## src/hw/rtl/sfc_ram.sv

```systemverilog
// Generic single-write, single-read RAM with a registered read port.
module sfc_ram #(
    parameter int WIDTH = 32,
    parameter int DEPTH = 2
) (
    input  logic                     clk,
    input  logic                     wr_en,
    input  logic [$clog2(DEPTH)-1:0] wr_addr,
    input  logic [WIDTH-1:0]         wr_data,
    input  logic                     rd_en,
    input  logic [$clog2(DEPTH)-1:0] rd_addr,
    output logic [WIDTH-1:0]         rd_data
);

    logic [WIDTH-1:0] mem_reg [DEPTH];
    logic [WIDTH-1:0] rd_data_reg;

    always_ff @(posedge clk)
    begin
        if (wr_en)
        begin
            mem_reg[wr_addr] <= wr_data;
        end
        if (rd_en)
        begin
            rd_data_reg <= mem_reg[rd_addr];
        end
    end

    assign rd_data = rd_data_reg;

endmodule

```

## config.mk

```make
export PLATFORM = sky130hd
export DESIGN_NAME = sfc_ram
export DESIGN_NICKNAME = d
export VERILOG_FILES = /design/src/hw/rtl/sfc_ram.sv
export SDC_FILE = /design/constraint.sdc
export NUM_CORES = 1
export LEC_CHECK = 0
export ABC_AREA = 1
export BUFFER_PORTS_ARGS = -buffer_cell sky130_fd_sc_hd__clkbuf_2
export CAP_MARGIN = 20
export CORE_MARGIN = 2
export CORE_UTILIZATION = 40
export CTS_BUF_LIST = sky130_fd_sc_hd__clkbuf_8
export CTS_CLUSTER_DIAMETER = 80
export DETAILED_ROUTE_END_ITERATION = 8
export PLACE_DENSITY = 0.68
export SLEW_MARGIN = 15
export SYNTH_ARGS = -nofsm -noshare
export SYNTH_HDL_FRONTEND = slang
export SYNTH_SLANG_ARGS = --single-unit
```

## constraint.sdc

```tcl
create_clock -name clk -period 3.5 [get_ports clk]
set_clock_uncertainty 0.15 [all_clocks]
set_input_delay 0.875 -clock clk [delete_from_list [all_inputs] [get_ports clk]]
set_output_delay 0.875 -clock clk [all_outputs]
set_load 0.005 [all_outputs]
```

### Word-level counts from Yosys, hierarchy flattened

Memory sizes are Yosys's and may differ from the RTL's. A register that Yosys moved wholly into a read port is not among the register bits.
Cells that the tools add are included.

| storage, ports and cells | value |
|---|---|
| memories | 1 |
| input port bits | 37 |
| bits in writable memories | 64 |
| output and inout port bits | 32 |
| register bits | 0 |

| operators by class | value |
|---|---|
| muxes and demuxes | 2 |

Memories:

| memory | depth | width | read ports | clocked after memory_dff | wr ports | RTL line | text |
|---|---|---|---|---|---|---|---|
| mem_reg | 2 | 32 | 1 | 1 | 1 | 15 | `logic [WIDTH-1:0] mem_reg [DEPTH];` |

Operator list:

| operator | count |
|---|---|
| 1-bit 2-to-1 mux | 2 |

### Depth between registers and ports, before layout

| depth | value |
|---|---|
| depth after elaboration | 2 |
| gate-level depth with buffers | 5 |

### Least setup slack after synthesis

Ideal clock, no wire load.

| timing | value |
|---|---|
| kind | input to register |
| start | input port wr_en |
| end | memory mem_reg[0][0] (enable) |
| cell stages on the path | 2 |
| arrival time | 2.264 ns |
| buffers on the path | 0 |
| library setup time | 0.422 ns |
| path slack | 0.664 ns |
| path through | inv_1 nor2_1 |

| between the ends | value |
|---|---|
| word-level cells in the longest chain between the ends | 2 |

Ends and longest elaborated chain:

| item | RTL line | text |
|---|---|---|
| start: declaration | 7 | `input logic wr_en,` |
| 1-bit 2-to-1 mux | 20 | `if (wr_en)` |
| 1-bit 2-to-1 mux (implied by the code) | 22 | `mem_reg[wr_addr] <= wr_data;` |
| end: declaration | 15 |  |

No other way between the ends.

==> results.cfg <==
[run_status]
status = finished clean

[synthesis]
synth-warning-count = 0
postSynthCellCount = 204
ys_types = 9
syn_nets = 241
seq_area_frac_synth = 0.850
avgSynthCellArea_sq_um = 16.6
synth_area_sq_um = 3390
synth-seq-cells = 96

[detailed_routing]
drt-vias-per-instance = 4.38
first_pass_iters = 4
drtIter0Drc = 87
wl_per_cell_microns = 13.2
wl_mm = 5.08
via_count = 1689
drc = 0
ant_nets = 0

[worst_setup_path]
r2r-start = mem_reg[0][0]
worstPathCellList = clkbuf_2 -> inv_8 -> nand2_1 -> nand2_1
worst-path-buf-inv = 2
crit_path_frequent_cell = nand2_1
end_kind = flip-flop
slowest_stage = clkbuf_2
path_max_fanout = 33
slowest_delay_ns = 0.58
required_ns = 3.45
crit_type = in -> reg
arrival_ns = 1.86
startpoint_type = input pin
crit_start = rd_addr
cp_top_family = buffers and inverters

[floorplanning]
io_pins = 69
dieArea_sq_um = 9230
die_x_microns = 96.1
start_util = 0.413
core_sq_um = 8220
rows = 33
die_h_microns = 96.1

[global_route]
grt_overflow = 0
grt_max_degree = 34
grt.total_usage = 0.123
antenna_found_initial = 0
grt_pass1_vias = 1681
grt_pass1_wl_mm = 8.05

[power]
switchingPower_w = 0.000435
ir_worst_vdd_mv = 0.266
power_frac_comb = 0.055
p_int_w = 0.00179
clockPowerShare = 0.327
power_leakage_nw = 1.62
power_frac_seq = 0.618
power.density_nw_per_um2 = 560
swShare = 0.195

[cts]
cts_buffers = 9
cts_max_path_buffers = 2
postCtsSetupBuffers = 0
htree_levels = 3
postCtsHoldBufs = 0
ctsRootBufferMaster = clkbuf_8
cts_tree = yes
cts-resized-gates = 0
clk_latency_ns = 0.34
clkTransAtPathRegs_ns = 0.08
cts_sinks = 96

[cells_and_area]
drive_gt1_frac = 0.331
nNetsFinal = 314
antennaDiodeCount = 0
largest_reg_flops = 64
final_util = 0.485
syn2layout_area_growth_pct = 17.5

[hold_path]
hold_path_class = reg -> reg
min_from = mem_reg[0][30]

[sta]
fin_crit_sh = 0.547
fin_crit_ns = 1.91
max_slew_margin = 0.392
slew_viol_final = 0
rsz0062_at_grt = false
tightest_slew_ns = 0.910
setup_tns_ns = 0
setup_viol = 0
hold_viol = 0
max_freq_ghz = 0.523

[placement]
place_hpwl_mm = 3.10
io_buffer_count = 68
gp_congestion = 0.650

[flow_run]
cap_viol_max_count = 0
Yosys cell counts (all sizes together):
library cell   n  area, sq um
buf            4         53.8
clkbuf         3         41.3
edfxtp        96         2880
inv            3         18.8
nand2         97          389
nor2           1         3.75
stage by stage:
stage                     instance area, sq um  power (W)  worst slack (ns)  std cells  hold WS, ns
after floorplan                           3390    0.00146             0.664        204        0.337
after global placement                    3780    0.00153              1.22        371        0.341
after detailed placement                  3780    0.00153              1.18        371        0.346
after CTS                                 3980    0.00225              1.56        386        0.365
after global routing                      3980    0.00233              1.47        386        0.388
final                                     3980    0.00223              1.59        386        0.363
power by group through the flow:
| stage | sequential, W | clock (W) | combinational (W) |
|---|---|---|---|
| 6_report | 0.00138 | 0.000729 | 0.000123 |
| 5_1_grt | 0.00139 | 0.000803 | 0.000143 |
| 4_1_cts | 0.00138 | 0.000745 | 0.000127 |
| 3_5_place_dp | 0.00141 | 0 | 0.000127 |
| 3_3_place_gp | 0.00140 | 0 | 0.000122 |
| 2_1_floorplan | 0.00140 | 0 | 0.0000595 |
worst min-delay path: stages (launching register included):
cell	delay, ns
edfxtp_1	0.32
nand2_1	0.05
nand2_1	0.05
layer usage:
| metal | wire length, microns | GRT usage |
|---|---|---|
| met1 | 2130 | 0.148 |
| met2 | 2590 | 0.202 |
| met3 | 315 | 0.0415 |
| met4 | 46 | 0.0500 |
| met5 | 0 | 0 |
cells by family after synthesis:
group                  count (synthesis)  synth area share
buffers and inverters                 10            0.0336
DFF                                   96             0.850
and+or+nand+nor                       98             0.116
cells in the final DEF, fill, tap and decap left out, drive strengths merged:
cell    netlist  layout
buf           4       1
nand2        97      97
inv           3       4
bufinv        0       2
edfxtp       96      96
nor2          1       1
clkinv        0       3
clkbuf        3      77
layout make-up:
class,instances,area (sq um)
Clock inverter,6,76.3
Tap cell,105,131
Timing Repair Buffer,69,348
Multi-Input combinational cell,98,400
Inverter,3,18.8
Sequential cell,96,2880
Clock buffer,9,124
Fill cell,716,4240
path summary, 6_finish.rpt:
kind / endpoint / slack [ns] / depth (start not counted)
worst max-delay path: rd_data[28] / 1.59 / 4
worst min-delay path: rd_data[30] / 0.36 / 2
worst max register to register: rd_data[0] / 2.58 / 2
worst min register to register: rd_data[30] / 0.36 / 2
(Power assumes the default switching activity.)
